[src/hdl/rgbdg_pkg.sv]
// shared constants, types and helpers for the dithered gradient pixel pipeline
package rgbdg_pkg;

   localparam int unsigned SCREEN_SIDE = 240;
   localparam int unsigned SIDE_W      = $clog2(SCREEN_SIDE);

   localparam int unsigned COLOUR_W    = 16;
   localparam int unsigned CSR_INDEX_W = 3;
   localparam int unsigned CSR_DATA_W  = 16;
   localparam int unsigned COORD_W     = 8;
   localparam int unsigned T_W         = 9;
   localparam int unsigned MAG_W       = 6;
   localparam int unsigned QUO_W       = 6;
   localparam int unsigned REM_W       = T_W + QUO_W;
   localparam int unsigned POS_W       = 12;
   localparam int unsigned ADDR_W      = 16;
   localparam int unsigned CHANNELS    = 3;
   localparam int unsigned STEPS_PER_STAGE = 2;

   localparam logic [CSR_INDEX_W-1:0] REG_START_COLOUR = 3'd0;
   localparam logic [CSR_INDEX_W-1:0] REG_END_COLOUR   = 3'd1;
   localparam logic [CSR_INDEX_W-1:0] REG_DIRECTION    = 3'd2;
   localparam logic [CSR_INDEX_W-1:0] REG_RECT_WIDTH   = 3'd3;
   localparam logic [CSR_INDEX_W-1:0] REG_RECT_HEIGHT  = 3'd4;
   localparam logic [CSR_INDEX_W-1:0] REG_ORIGIN_X     = 3'd5;
   localparam logic [CSR_INDEX_W-1:0] REG_ORIGIN_Y     = 3'd6;

   localparam logic [2:0] DIR_UP         = 3'd0;
   localparam logic [2:0] DIR_DOWN       = 3'd1;
   localparam logic [2:0] DIR_LEFT       = 3'd2;
   localparam logic [2:0] DIR_RIGHT      = 3'd3;
   localparam logic [2:0] DIR_UP_LEFT    = 3'd4;
   localparam logic [2:0] DIR_UP_RIGHT   = 3'd5;
   localparam logic [2:0] DIR_DOWN_LEFT  = 3'd6;
   localparam logic [2:0] DIR_DOWN_RIGHT = 3'd7;

   localparam logic [3:0] BAYER4 [0:15] = '{
      4'd0,  4'd8,  4'd2,  4'd10,
      4'd12, 4'd4,  4'd14, 4'd6,
      4'd3,  4'd11, 4'd1,  4'd9,
      4'd15, 4'd7,  4'd13, 4'd5
   };
   localparam logic [3:0] DITHER_LEVEL = 4'd8;

   typedef struct packed {
      logic [COLOUR_W-1:0] start_colour;
      logic [COLOUR_W-1:0] end_colour;
      logic [2:0]          direction;
      logic [COORD_W-1:0]  rect_width;
      logic [COORD_W-1:0]  rect_height;
      logic signed [8:0]   origin_x;
      logic signed [8:0]   origin_y;
   } cfg_type;

   typedef struct packed {
      logic                             in_rect;
      logic                             dither;
      logic                             write_enable;
      logic [ADDR_W-1:0]                address;
      logic [CHANNELS-1:0]              neg;
      logic [CHANNELS-1:0][REM_W-1:0]   rem;
      logic [CHANNELS-1:0][QUO_W-1:0]   quo;
      logic [REM_W-1:0]                 dshift;
   } div_word_type;

   // channel 0 red, 1 green, 2 blue, widened to six bits
   function automatic logic [MAG_W-1:0] channel_of(input logic [COLOUR_W-1:0] colour,
                                                   input int unsigned idx);
      logic [MAG_W-1:0] value;
      case (idx)
         0: value = {1'b0, colour[15:11]};
         1: value = colour[10:5];
         default: value = {1'b0, colour[4:0]};
      endcase
      return value;
   endfunction

   function automatic logic dither_hit(input logic [1:0] row, input logic [1:0] col);
      return BAYER4[{row, col}] > DITHER_LEVEL;
   endfunction

endpackage

[src/hdl/rgbdg_front.sv]
// ramp position, bounds, screen address and channel products (two stages)
module rgbdg_front (
   input  logic                           clock,
   input  logic                           reset,
   input  rgbdg_pkg::cfg_type             cfg,
   input  logic                           in_valid,
   output logic                           in_ready,
   input  logic [rgbdg_pkg::COORD_W-1:0]  in_col,
   input  logic [rgbdg_pkg::COORD_W-1:0]  in_row,
   output logic                           out_valid,
   input  logic                           out_ready,
   output rgbdg_pkg::div_word_type        out_word
);

   logic                               a_ready;
   logic                               b_ready;
   logic                               a_valid_ff;
   logic                               a_inside_in,   a_inside_ff;
   logic                               a_dither_in,   a_dither_ff;
   logic                               a_onscreen_in, a_onscreen_ff;
   logic [rgbdg_pkg::T_W-1:0]          a_t_in,        a_t_ff;
   logic [rgbdg_pkg::SIDE_W-1:0]       a_px_in,       a_px_ff;
   logic [rgbdg_pkg::SIDE_W-1:0]       a_py_in,       a_py_ff;
   logic [rgbdg_pkg::T_W-1:0]          left_col;
   logic [rgbdg_pkg::T_W-1:0]          left_row;
   logic signed [rgbdg_pkg::POS_W-1:0] px;
   logic signed [rgbdg_pkg::POS_W-1:0] py;

   logic                               b_valid_ff;
   rgbdg_pkg::div_word_type            b_word_in, b_word_ff;
   logic [rgbdg_pkg::T_W-1:0]          span;
   logic [31:0]                        addr_full;

   assign b_ready  = !b_valid_ff || out_ready;
   assign a_ready  = !a_valid_ff || b_ready;
   assign in_ready = a_ready;

   // stage a: ramp position and bounds
   always_comb begin
      a_inside_in = (in_col < cfg.rect_width) && (in_row < cfg.rect_height);
      left_col    = rgbdg_pkg::T_W'(cfg.rect_width) - rgbdg_pkg::T_W'(in_col);
      left_row    = rgbdg_pkg::T_W'(cfg.rect_height) - rgbdg_pkg::T_W'(in_row);
      case (cfg.direction)
         rgbdg_pkg::DIR_UP:        a_t_in = left_row;
         rgbdg_pkg::DIR_DOWN:      a_t_in = rgbdg_pkg::T_W'(in_row);
         rgbdg_pkg::DIR_LEFT:      a_t_in = left_col;
         rgbdg_pkg::DIR_RIGHT:     a_t_in = rgbdg_pkg::T_W'(in_col);
         rgbdg_pkg::DIR_UP_LEFT:   a_t_in = left_col + left_row;
         rgbdg_pkg::DIR_UP_RIGHT:  a_t_in = rgbdg_pkg::T_W'(in_col) + left_row;
         rgbdg_pkg::DIR_DOWN_LEFT: a_t_in = left_col + rgbdg_pkg::T_W'(in_row);
         default:                  a_t_in = rgbdg_pkg::T_W'(in_col) + rgbdg_pkg::T_W'(in_row);
      endcase
      a_dither_in = rgbdg_pkg::dither_hit(in_row[1:0], in_col[1:0]);
      px = rgbdg_pkg::POS_W'(cfg.origin_x) + signed'(rgbdg_pkg::POS_W'(in_col));
      py = rgbdg_pkg::POS_W'(cfg.origin_y) + signed'(rgbdg_pkg::POS_W'(in_row));
      a_onscreen_in = !px[rgbdg_pkg::POS_W-1]
                    && ($unsigned(px) < rgbdg_pkg::POS_W'(rgbdg_pkg::SCREEN_SIDE))
                    && !py[rgbdg_pkg::POS_W-1]
                    && ($unsigned(py) < rgbdg_pkg::POS_W'(rgbdg_pkg::SCREEN_SIDE));
      a_px_in = px[rgbdg_pkg::SIDE_W-1:0];
      a_py_in = py[rgbdg_pkg::SIDE_W-1:0];
   end

   always_ff @(posedge clock) begin
      if (reset) begin
         a_valid_ff <= 1'b0;
      end else if (a_ready) begin
         a_valid_ff <= in_valid;
      end
   end

   always_ff @(posedge clock) begin
      if (a_ready) begin
         a_inside_ff   <= a_inside_in;
         a_dither_ff   <= a_dither_in;
         a_onscreen_ff <= a_onscreen_in;
         a_t_ff        <= a_t_in;
         a_px_ff       <= a_px_in;
         a_py_ff       <= a_py_in;
      end
   end

   // stage b: address and per-channel dividend
   always_comb begin
      logic [rgbdg_pkg::MAG_W-1:0] s_ch;
      logic [rgbdg_pkg::MAG_W-1:0] e_ch;
      logic [rgbdg_pkg::MAG_W-1:0] mag;
      span      = rgbdg_pkg::T_W'(cfg.rect_width) + rgbdg_pkg::T_W'(cfg.rect_height);
      addr_full = 32'(a_py_ff) * 32'(rgbdg_pkg::SCREEN_SIDE) + 32'(a_px_ff);
      b_word_in = '0;
      b_word_in.in_rect      = a_inside_ff;
      b_word_in.dither       = a_dither_ff;
      b_word_in.write_enable = a_inside_ff && a_onscreen_ff;
      b_word_in.address      = (a_inside_ff && a_onscreen_ff) ?
                               addr_full[rgbdg_pkg::ADDR_W-1:0] : '0;
      b_word_in.dshift       = {span, {rgbdg_pkg::QUO_W{1'b0}}};
      for (int ch = 0; ch < rgbdg_pkg::CHANNELS; ch++) begin
         s_ch = rgbdg_pkg::channel_of(cfg.start_colour, ch);
         e_ch = rgbdg_pkg::channel_of(cfg.end_colour, ch);
         b_word_in.neg[ch] = e_ch < s_ch;
         mag = (e_ch < s_ch) ? (s_ch - e_ch) : (e_ch - s_ch);
         b_word_in.rem[ch] = rgbdg_pkg::REM_W'(mag) * rgbdg_pkg::REM_W'(a_t_ff);
      end
   end

   always_ff @(posedge clock) begin
      if (reset) begin
         b_valid_ff <= 1'b0;
      end else if (b_ready) begin
         b_valid_ff <= a_valid_ff;
      end
   end

   always_ff @(posedge clock) begin
      if (b_ready) begin
         b_word_ff <= b_word_in;
      end
   end

   assign out_valid = b_valid_ff;
   assign out_word  = b_word_ff;

endmodule

[src/hdl/rgbdg_div_step.sv]
// one pipeline stage of the restoring divider, two quotient bits per channel
module rgbdg_div_step (
   input  logic                     clock,
   input  logic                     reset,
   input  logic                     in_valid,
   output logic                     in_ready,
   input  rgbdg_pkg::div_word_type  in_word,
   output logic                     out_valid,
   input  logic                     out_ready,
   output rgbdg_pkg::div_word_type  out_word
);

   logic                    valid_ff;
   rgbdg_pkg::div_word_type word_in, word_ff;

   assign in_ready = !valid_ff || out_ready;

   always_comb begin
      word_in = in_word;
      for (int s = 0; s < rgbdg_pkg::STEPS_PER_STAGE; s++) begin
         word_in.dshift = word_in.dshift >> 1;
         for (int ch = 0; ch < rgbdg_pkg::CHANNELS; ch++) begin
            if (word_in.rem[ch] >= word_in.dshift) begin
               word_in.rem[ch] = word_in.rem[ch] - word_in.dshift;
               word_in.quo[ch] = {word_in.quo[ch][rgbdg_pkg::QUO_W-2:0], 1'b1};
            end else begin
               word_in.quo[ch] = {word_in.quo[ch][rgbdg_pkg::QUO_W-2:0], 1'b0};
            end
         end
      end
   end

   always_ff @(posedge clock) begin
      if (reset) begin
         valid_ff <= 1'b0;
      end else if (in_ready) begin
         valid_ff <= in_valid;
      end
   end

   always_ff @(posedge clock) begin
      if (in_ready) begin
         word_ff <= word_in;
      end
   end

   assign out_valid = valid_ff;
   assign out_word  = word_ff;

   // partial remainder stays below the current shifted divisor
   assert property (@(posedge clock) disable iff (reset)
      valid_ff && word_ff.in_rect |->
         (word_ff.rem[0] < word_ff.dshift) && (word_ff.rem[1] < word_ff.dshift)
         && (word_ff.rem[2] < word_ff.dshift))
      else $error("divider remainder out of range");

endmodule

[src/hdl/rgbdg_back.sv]
// signed quotient to channels, packing, dither and the output register
module rgbdg_back (
   input  logic                            clock,
   input  logic                            reset,
   input  rgbdg_pkg::cfg_type              cfg,
   input  logic                            in_valid,
   output logic                            in_ready,
   input  rgbdg_pkg::div_word_type         in_word,
   output logic                            out_valid,
   input  logic                            out_ready,
   output logic [rgbdg_pkg::COLOUR_W-1:0]  out_colour,
   output logic [rgbdg_pkg::ADDR_W-1:0]    out_address,
   output logic                            out_write_enable
);

   logic                              valid_ff;
   logic [rgbdg_pkg::COLOUR_W-1:0]    colour_in, colour_ff;
   logic [rgbdg_pkg::ADDR_W-1:0]      address_in, address_ff;
   logic                              we_in, we_ff;
   logic [rgbdg_pkg::CHANNELS-1:0][rgbdg_pkg::MAG_W:0] chan;
   logic [rgbdg_pkg::COLOUR_W-1:0]    packed_colour;

   assign in_ready = !valid_ff || out_ready;

   always_comb begin
      logic [rgbdg_pkg::MAG_W:0] q;
      logic [rgbdg_pkg::MAG_W:0] delta;
      for (int ch = 0; ch < rgbdg_pkg::CHANNELS; ch++) begin
         q        = {1'b0, in_word.quo[ch]};
         delta    = in_word.neg[ch] ? ((rgbdg_pkg::MAG_W + 1)'(0) - q) : q;
         chan[ch] = {1'b0, rgbdg_pkg::channel_of(cfg.start_colour, ch)} + delta;
      end
      packed_colour = {chan[0][4:0], chan[1][5:0], chan[2][4:0]};
      if (in_word.dither && (packed_colour != cfg.end_colour)) begin
         packed_colour = packed_colour + rgbdg_pkg::COLOUR_W'(1);
      end
      if (in_word.in_rect) begin
         colour_in = packed_colour;
      end else begin
         colour_in = '0;
      end
      address_in = in_word.address;
      we_in      = in_word.write_enable;
   end

   always_ff @(posedge clock) begin
      if (reset) begin
         valid_ff <= 1'b0;
      end else if (in_ready) begin
         valid_ff <= in_valid;
      end
   end

   always_ff @(posedge clock) begin
      if (in_ready) begin
         colour_ff  <= colour_in;
         address_ff <= address_in;
         we_ff      <= we_in;
      end
   end

   assign out_valid        = valid_ff;
   assign out_colour       = colour_ff;
   assign out_address      = address_ff;
   assign out_write_enable = we_ff;

endmodule

[src/hdl/rgb565_dithered_gradient_pixel.sv]
// gradient pixel generator: six-stage pipeline, one word per cycle while rsp is not stalled
// an accepted req word passes stage a, stage b, three divider stages and the back register, which drives rsp_valid
// throughput: one word per clock unless rsp stalls; three divider stages resolve two quotient bits each
// a stalled rsp holds the pipeline back stage by stage, bubbles are squeezed out
// reset clears all valid bits and returns the configuration registers to their reset values
module rgb565_dithered_gradient_pixel (
   input  logic                               clock,
   input  logic                               reset,
   input  logic                               csr_write_enable,
   input  logic [rgbdg_pkg::CSR_INDEX_W-1:0]  csr_index,
   input  logic [rgbdg_pkg::CSR_DATA_W-1:0]   csr_data,
   input  logic                               req_valid,
   output logic                               req_ready,
   input  logic [rgbdg_pkg::COORD_W-1:0]      req_local_col,
   input  logic [rgbdg_pkg::COORD_W-1:0]      req_local_row,
   output logic                               rsp_valid,
   input  logic                               rsp_ready,
   output logic [rgbdg_pkg::COLOUR_W-1:0]     rsp_pixel_colour,
   output logic [rgbdg_pkg::ADDR_W-1:0]       rsp_pixel_address,
   output logic                               rsp_write_enable
);

   rgbdg_pkg::cfg_type      cfg_in, cfg_ff;
   logic                    f_valid, f_ready;
   rgbdg_pkg::div_word_type f_word;
   logic                    d1_valid, d1_ready;
   rgbdg_pkg::div_word_type d1_word;
   logic                    d2_valid, d2_ready;
   rgbdg_pkg::div_word_type d2_word;
   logic                    d3_valid, d3_ready;
   rgbdg_pkg::div_word_type d3_word;

   always_comb begin
      cfg_in = cfg_ff;
      if (csr_write_enable) begin
         case (csr_index)
            rgbdg_pkg::REG_START_COLOUR: cfg_in.start_colour = csr_data;
            rgbdg_pkg::REG_END_COLOUR:   cfg_in.end_colour   = csr_data;
            rgbdg_pkg::REG_DIRECTION:    cfg_in.direction    = csr_data[2:0];
            rgbdg_pkg::REG_RECT_WIDTH:   cfg_in.rect_width   = csr_data[7:0];
            rgbdg_pkg::REG_RECT_HEIGHT:  cfg_in.rect_height  = csr_data[7:0];
            rgbdg_pkg::REG_ORIGIN_X:     cfg_in.origin_x     = signed'(csr_data[8:0]);
            rgbdg_pkg::REG_ORIGIN_Y:     cfg_in.origin_y     = signed'(csr_data[8:0]);
            default: ;
         endcase
      end
   end

   always_ff @(posedge clock) begin
      if (reset) begin
         cfg_ff.start_colour <= '0;
         cfg_ff.end_colour   <= '0;
         cfg_ff.direction    <= rgbdg_pkg::DIR_UP;
         cfg_ff.rect_width   <= rgbdg_pkg::COORD_W'(1);
         cfg_ff.rect_height  <= rgbdg_pkg::COORD_W'(1);
         cfg_ff.origin_x     <= '0;
         cfg_ff.origin_y     <= '0;
      end else begin
         cfg_ff <= cfg_in;
      end
   end

   rgbdg_front u_front (
      .clock     (clock),
      .reset     (reset),
      .cfg       (cfg_ff),
      .in_valid  (req_valid),
      .in_ready  (req_ready),
      .in_col    (req_local_col),
      .in_row    (req_local_row),
      .out_valid (f_valid),
      .out_ready (f_ready),
      .out_word  (f_word)
   );

   rgbdg_div_step u_div1 (
      .clock     (clock),
      .reset     (reset),
      .in_valid  (f_valid),
      .in_ready  (f_ready),
      .in_word   (f_word),
      .out_valid (d1_valid),
      .out_ready (d1_ready),
      .out_word  (d1_word)
   );

   rgbdg_div_step u_div2 (
      .clock     (clock),
      .reset     (reset),
      .in_valid  (d1_valid),
      .in_ready  (d1_ready),
      .in_word   (d1_word),
      .out_valid (d2_valid),
      .out_ready (d2_ready),
      .out_word  (d2_word)
   );

   rgbdg_div_step u_div3 (
      .clock     (clock),
      .reset     (reset),
      .in_valid  (d2_valid),
      .in_ready  (d2_ready),
      .in_word   (d2_word),
      .out_valid (d3_valid),
      .out_ready (d3_ready),
      .out_word  (d3_word)
   );

   rgbdg_back u_back (
      .clock            (clock),
      .reset            (reset),
      .cfg              (cfg_ff),
      .in_valid         (d3_valid),
      .in_ready         (d3_ready),
      .in_word          (d3_word),
      .out_valid        (rsp_valid),
      .out_ready        (rsp_ready),
      .out_colour       (rsp_pixel_colour),
      .out_address      (rsp_pixel_address),
      .out_write_enable (rsp_write_enable)
   );

   // back-pressure only starts at a held output word
   assert property (@(posedge clock) disable iff (reset)
      !req_ready |-> rsp_valid && !rsp_ready)
      else $error("input stalled without output back-pressure");

   // unwritten pixels carry a zero address
   assert property (@(posedge clock) disable iff (reset)
      rsp_valid && !rsp_write_enable |-> rsp_pixel_address == '0)
      else $error("address set on unwritten pixel");

   // divider has resolved the full quotient by its last stage
   assert property (@(posedge clock) disable iff (reset)
      d3_valid && d3_word.in_rect |->
         d3_word.dshift == (rgbdg_pkg::REM_W'(cfg_ff.rect_width)
                            + rgbdg_pkg::REM_W'(cfg_ff.rect_height)))
      else $error("divisor not aligned after last divider stage");

   // nothing leaves the pipeline straight after reset
   assert property (@(posedge clock) disable iff (reset)
      $past(reset) |-> !rsp_valid)
      else $error("output valid after reset");

endmodule
[config.mk]
export PLATFORM = sky130hd
export DESIGN_NAME = rgb565_dithered_gradient_pixel
export DESIGN_NICKNAME = d
export VERILOG_FILES = /design/src/hdl/rgbdg_pkg.sv /design/src/hdl/rgbdg_front.sv /design/src/hdl/rgbdg_div_step.sv /design/src/hdl/rgbdg_back.sv /design/src/hdl/rgb565_dithered_gradient_pixel.sv
export SDC_FILE = /design/constraint.sdc
export NUM_CORES = 1
export LEC_CHECK = 0
export ABC_AREA = 1
export BUFFER_PORTS_ARGS = -buffer_cell sky130_fd_sc_hd__buf_2
export CORE_MARGIN = 8
export CORE_UTILIZATION = 55
export CTS_BUF_LIST = sky130_fd_sc_hd__clkbuf_4 sky130_fd_sc_hd__clkbuf_8 sky130_fd_sc_hd__clkbuf_16
export CTS_CLUSTER_SIZE = 20
export DETAILED_ROUTE_END_ITERATION = 10
export MAX_ROUTING_LAYER = met4
export PLACE_DENSITY = 0.71
export SYNTH_ARGS = -nofsm -noshare
export SYNTH_HDL_FRONTEND = slang
export SYNTH_SLANG_ARGS = --single-unit
export TNS_END_PERCENT = 50
[constraint.sdc]
create_clock -name clock -period 15.8 [get_ports clock]
set_input_delay 3.16 -clock clock [delete_from_list [all_inputs] [get_ports clock]]
set_output_delay 3.16 -clock clock [all_outputs]
set_load 0.005 [all_outputs]
==> impl_metrics.toml, run 1 <==
[status]
outcome = "finished clean"

[route]
drc = 0
drt-wirelength-per-cell_um = 16.70
firstDrtPassIters = 6
drtAntennaViolNets = 0
routed_wirelength_um = 85900
vias = 28037
avg_vias_per_cell = 5.450
drtIter0Drc = 2285

[worst_setup_path]
timing.reg2reg.worst_path_depth = 26
startpoint_to_endpoint_class_of_the_critical_path = "in2out"
worstReg2RegStart = "cfg_ff[42]$_SDFFE_PP0P_"
cp.arrival_ns = 5.89
r2r_end = "u_front.out_word[62]$_DFFE_PP_"
regToRegSetupSlack_ns = 9.32
setup.worst_path.end_class = "primary output"
critical_path_peak_fanout = 35
cp.required_ns = 12.64
cp-start-kind = "input port"
crit_path_start = "rsp_ready"

[flow_run]
maxCapViolCount = 0

[logic_synthesis]
syn_nets = 4712
synth.ff_latch_count = 416
synth_edf_count = 341
ys_top_cells_by_count = "892 x sky130_fd_sc_hd__nand2_1, 610 x sky130_fd_sc_hd__inv_1, 418 x sky130_fd_sc_hd__nor2_1"
post_synth_instance_area_mm2 = 0.03426
yosys.cell_count.top_type = "sky130_fd_sc_hd__nand2_1"
synth-async-reset-ratio_pct = 0
synthesis.yosys.warnings = 0
synth-seq-area-share_pct = 34.27
ys.flop_type = "sky130_fd_sc_hd__edfxtp_1"
synth.avg_cell_area_um2 = 8.186
yosys.area.top_type_share_pct = 29.89
syn-instance-count = 4185
ys_types = 62
synth.top_cells.by_area = "sky130_fd_sc_hd__edfxtp_1 30%, sky130_fd_sc_hd__ha_1 13%, sky130_fd_sc_hd__nand2_1 9.8%"
post-synth-top-area-cell = "sky130_fd_sc_hd__edfxtp_1"

[timing]
final-hold-violation-count = 0
finalMaxSlewViolations = 0
rsz0062_at_grt = "false"
finalSetupViolCount = 0
period_needed_ns = 9.049
worst_slew_margin_relative_to_its_limit_pct = 21.24
timing.fmax_mhz = 110.5
fin_worst_skew_ns = 0.05763
final_min_period_over_clock_period_pct = 57.27
totalNegativeSetupSlack_ns = 0
max_slew.worst_pin.slew_ns = 1.177

[hold_path]
hold-path-cell-count = 0
min_to = "u_div1.out_word[79]$_DFFE_PP_"
worst_hold_path_type = "reg2reg"
hold_start = "u_front.out_word[79]$_DFFE_PP_"

[die]
dieWidth_um = 265.6
die_height_um = 265.6
coreArea_mm2 = 0.06160
floorplan.die_area_mm2 = 0.07053
pin_count = 75
start_util_pct = 55.62
placementRows = 91

[cts]
tritoncts = "built"
clock_latency_ns = 0.62
clk_root_buffer_cell = "sky130_fd_sc_hd__clkbuf_16"
cts_max_path_buffers = 3
tritoncts.num_buffers = 47
cts.repair_timing.setup_buffer_count = 0
cts-hold-fix-buffers = 0
cts.clk_slew.worst_paths_ns = 0.06
h-tree-depth = 2
cts_sinks = 416
post_cts_resized = 0

[finish]
regArea_mm2 = 0.01174
stdcell_area_mm2 = 0.03717
fin_nets = 4795
layout-drive-gt1-share_pct = 5.828
fillCellCount = 5531
multi_input_comb_area_mm2 = 0.01991
ant_cells = 0
growth_of_design_area_from_synthesis_to_finish_pct = 8.488

[global_routing]
number_of_global_route_vias_before_repair = 26293
grt_overflow_total = 0
wire_length_of_the_first_global_routing_pass_um = 137200
grt_start_max_net_pins = 69
global_route_total_usage_across_every_layer_pct = 24.60
grt_antenna_before_repair = 0

[placed_design]
detailed_place_hpwl_um = 67630
place_congestion = 0.9587
post_dp_cell_area_mm2 = 0.03551
buffer_ports.inserted = 74

[pwr]
cellPowerDensity_mw_per_mm2 = 234.2
leakagePower_nw = 18.02
peakVddDrop_mv = 0.1565
## worst max-delay path: stages
cell                       delay (ns)
sky130_fd_sc_hd__buf_2           0.09
sky130_fd_sc_hd__nor2_1          0.10
sky130_fd_sc_hd__inv_1           0.05
sky130_fd_sc_hd__buf_4           0.26
sky130_fd_sc_hd__nor2_1          0.16
sky130_fd_sc_hd__clkinv_1        0.09
sky130_fd_sc_hd__nor2_1          0.14
sky130_fd_sc_hd__clkinv_2        0.34
sky130_fd_sc_hd__nor2_1          0.24
sky130_fd_sc_hd__clkinv_2        0.34
sky130_fd_sc_hd__nor2_1          0.32
sky130_fd_sc_hd__nand2_1         0.09
sky130_fd_sc_hd__buf_4           0.28
sky130_fd_sc_hd__buf_2           0.19
## routing by layer
layer  up-vias  share of wire [%]  routed length (µm)  global-route usage (%)
met5         -                  0                   0                       -
met2       793                 45               38240                   38.08
met3       135                6.1                5267                   2.946
met1     13011                 47               40300                   34.31
li1      14098                  -                   -                       -
met4         0                2.4                2096                   6.387
## area by class of cell
type	count	area share (%)
multi-input combinational	3091	53.56
tap	837	2.818
timing repair buffer	87	1.259
sequential	416	31.59
clock inverter	26	0.9292
inverter	625	6.322
clock buffer	62	3.518
## report_power, final
group / total, mW / internal, mW / switching, mW
combinational: 5.70 / 2.12 / 3.58
sequential: 1.86 / 1.67 / 0.188
clock: 1.14 / 0.674 / 0.467
total: 8.70 / 4.47 / 4.24
## cell usage in the layout (no fill, tap or decap), types with 132 or more instances in the layout
cell type / netlist / layout
sky130_fd_sc_hd__nand2_1: 892 / 892
sky130_fd_sc_hd__xor2_1: 146 / 146
sky130_fd_sc_hd__inv_1: 610 / 606
sky130_fd_sc_hd__o21ai_0: 244 / 244
sky130_fd_sc_hd__edfxtp_1: 341 / 341
sky130_fd_sc_hd__nand3_1: 205 / 205
sky130_fd_sc_hd__fa_1: 132 / 132
sky130_fd_sc_hd__a21oi_1: 310 / 310
sky130_fd_sc_hd__ha_1: 355 / 355
sky130_fd_sc_hd__nor2_1: 418 / 418
## state kept, by name (all words and copies together), names as in the netlist, 8 cells and up
signal	cells
u_front.a_px_ff	8
u_front.a_t_ff	9
u_div2.out_word	86
u_front.out_word	76
u_div1.out_word	80
u_back.out_colour	16
u_back.out_address	16
cfg_ff	69
u_front.a_py_ff	8
u_div3.out_word	38
## how the worst max path moves through the flow
stage / to / slack, ns / cells after the start
after global placement: req_ready / 6.80 / 14
after detailed placement: req_ready / 6.74 / 14
after floorplan: req_ready / 3.37 / 10
after CTS: req_ready / 6.70 / 14
final: req_ready / 6.75 / 14
after global routing: req_ready / 6.44 / 14
## through the flow
| step | cells | hold WS (ns) | setup WS [ns] | power (mW) | utilization [%] |
|---|---|---|---|---|---|
| 6_report | 5144 | 0.3735 | 6.751 | 8.704 | 60.34 |
| 5_1_grt | 5144 | 0.3797 | 6.440 | 9.633 | 60.34 |
| 4_1_cts | 5144 | 0.3660 | 6.703 | 8.670 | 60.34 |
| 3_5_place_dp | 5056 | 0.4045 | 6.735 | 7.495 | 57.65 |
| 3_3_place_gp | 5056 | 0.4005 | 6.796 | 7.400 | 57.65 |
| 2_1_floorplan | 4185 | 0.4003 | 3.365 | 6.312 | - |
## logic make-up after synthesis
kind of cell / share of synthesized area [%]
AOI/OAI and AO/OA: 11.03
xor gates and xnor gates: 5.245
adders and majority gates: 20.68
buffers and inverters: 7.619
DFF: 34.27
muxes: 0.06209
and+or+nand+nor: 21.09
No activity file was read; power rests on OpenSTA's default activity.
==> run 2: changes to the inputs <==
Clock period 15.8 ns to 9.45 ns, I/O delays scaled along.
==> impl_metrics.toml, run 2 (synthesis results as in run 1) <==
[timing]
worst_slew_margin_relative_to_its_limit_pct = 28.74
fin_worst_skew_ns = 0.03688
finalSetupViolCount = 0
final-hold-violation-count = 0
totalNegativeSetupSlack_ns = 0
worst_slack_ns = 2.687
period_needed_ns = 6.763
finalMaxSlewViolations = 0
final_min_period_over_clock_period_pct = 71.56
max_slew.worst_pin.slew_ns = 1.068
timing.fmax_mhz = 147.9
rsz0062_at_grt = "false"

[die]
dieWidth_um = 265.6
placementRows = 91
floorplan.die_area_mm2 = 0.07053
coreArea_mm2 = 0.06160
start_util_pct = 55.62
die_height_um = 265.6
pin_count = 75

[finish]
mostFrequentLayoutCell = "sky130_fd_sc_hd__nand2_1"
most-common-layout-cells = "892 x sky130_fd_sc_hd__nand2_1, 606 x sky130_fd_sc_hd__inv_1, 418 x sky130_fd_sc_hd__nor2_1"
fin_nets = 4793
layout-drive-gt1-share_pct = 5.646
fillCellCount = 5513
growth_of_design_area_from_synthesis_to_finish_pct = 8.419
finish.utilization_pct = 60.30
number_of_flip_flops_under_the_largest_register_name = 86

[worst_setup_path]
timing.reg2reg.worst_path_depth = 27
worstReg2RegStart = "cfg_ff[42]$_SDFFE_PP0P_"
worst_path_max_delay_cell = "sky130_fd_sc_hd__clkinvlp_4"
cp_common_cell = "sky130_fd_sc_hd__nor2_1"
r2r_end = "u_front.out_word[62]$_DFFE_PP_"
crit_path_start = "rsp_ready"
setup.worst_path.end_class = "primary output"
critical_path_peak_fanout = 35
startpoint_to_endpoint_class_of_the_critical_path = "in2out"
critical_path.n_buffers_inverters = 8
crit_chain = "buf_2 > nor2_1 > inv_1 > buf_4 > nor2_1 > clkinv_1 > nor2_1 > clkinvlp_4 > nor2_1 > clkinv_2 > nor2_1 > nand2_1 > buf_4 > buf_2"
cp_top_family = "buffers and inverters"
cp-start-kind = "input port"
max_stage_delay_ns = 0.51
regToRegSetupSlack_ns = 3.09
cp.required_ns = 7.56
cp.arrival_ns = 4.87

[global_routing]
grt_antenna_before_repair = 3
grt_overflow_total = 0
grt_start_max_net_pins = 65
number_of_global_route_vias_before_repair = 26411
global_route_total_usage_across_every_layer_pct = 25.19
wire_length_of_the_first_global_routing_pass_um = 139700

[cts]
cts-hold-fix-buffers = 0
cts.clk_slew.worst_paths_ns = 0.06
tritoncts.num_buffers = 48
clk_root_buffer_cell = "sky130_fd_sc_hd__clkbuf_16"
h-tree-depth = 2
tritoncts = "built"
cts_sinks = 416
cts_max_path_buffers = 3
clock_latency_ns = 0.62
cts.repair_timing.setup_buffer_count = 0
post_cts_resized = 0

[pwr]
leakagePower_nw = 18.00
switching_share_pct = 49.20
internal_power_mw = 7.451
sequentialPowerShare_pct = 21.2
power.clock.fraction_pct = 13.0
cellPowerDensity_mw_per_mm2 = 395.0
power.share.combinational_pct = 65.8
peakVddDrop_mv = 0.2856
switching_power_mw = 7.218

[route]
drc = 0
drt-wirelength-per-cell_um = 17.09
firstDrtPassIters = 6
drtIter0Drc = 2157
avg_vias_per_cell = 5.495
drtAntennaViolNets = 0
routed_wirelength_um = 87930
vias = 28272

[placed_design]
place_congestion = 0.9513
detailed_place_hpwl_um = 70040
dp_slack_ns = 2.628
buffer_ports.inserted = 74

[hold_path]
hold-path-cell-count = 0
min_to = "u_div1.out_word[89]$_DFFE_PP_"
worst_hold_path_type = "reg2reg"
hold_start = "u_front.out_word[89]$_SDFFCE_PN0P_"

[status]
outcome = "finished clean"

[flow_run]
maxCapViolCount = 0
run 2: changes by cell type in the layout (fill, tap and decap cells not counted), sizes merged:
cell	previous run	this run
clkinv	23	27
diode	0	4
clkbuf	62	57
inv	619	621
clkinvlp	4	3
buf	87	84
run 2: worst register-to-register path: cells and delay by family (launching register included):
kind,cells,cell delay [ns]
xor gates and xnor gates,2,0.93
and+or+nand+nor,8,0.70
buffers and inverters,5,0.35
adders and majority gates,6,2.48
AOI/OAI and AO/OA,6,1.30
DFF,1,0.33
run 2: final cells by class:
type	instances	area [µm²]	area share, %
antenna	4	10.01	0.02695
multi-input combinational	3091	19910	53.60
tap	837	1047	2.820
inverter	625	2351	6.330
sequential	416	11740	31.61
clock inverter	31	359.1	0.9668
timing repair buffer	84	445.4	1.199
clock buffer	57	1281	3.450
run 2: metrics by stage:
stage	total power, mW	hold WS [ns]	instances	area (µm²)
6_report	14.67	0.4011	5145	37140
5_1_grt	16.15	0.4093	5144	37140
4_1_cts	14.60	0.3961	5141	37130
3_5_place_dp	12.65	0.4045	5053	35490
3_3_place_gp	12.51	0.4014	5053	35490
2_1_floorplan	10.55	0.4003	4185	34260
run 2: power groups by stage:
stage,registers (mW),logic [mW],clock network [mW]
after floorplan,2.98,7.57,0
after global placement,3.14,9.37,0
after detailed placement,3.14,9.51,0
after CTS,3.11,9.56,1.93
after global routing,3.15,11.0,2.00
final,3.11,9.65,1.90
run 2: worst max-delay path by stage:
stage	endpoint	depth (start not counted)
global route	req_ready	14
finish	req_ready	14
floorplan	req_ready	10
CTS	req_ready	14
global placement	req_ready	14
detailed placement	req_ready	14
run 2: per-layer routing:
metal / vias to the layer above / wire (µm) / GRT usage [%]
met2: 857 / 39190 / 38.41
li1: 14117 / - / -
met3: 129 / 5785 / 3.611
met5: - / 0 / -
met4: 0 / 1946 / 6.298
met1: 13169 / 41010 / 35.33
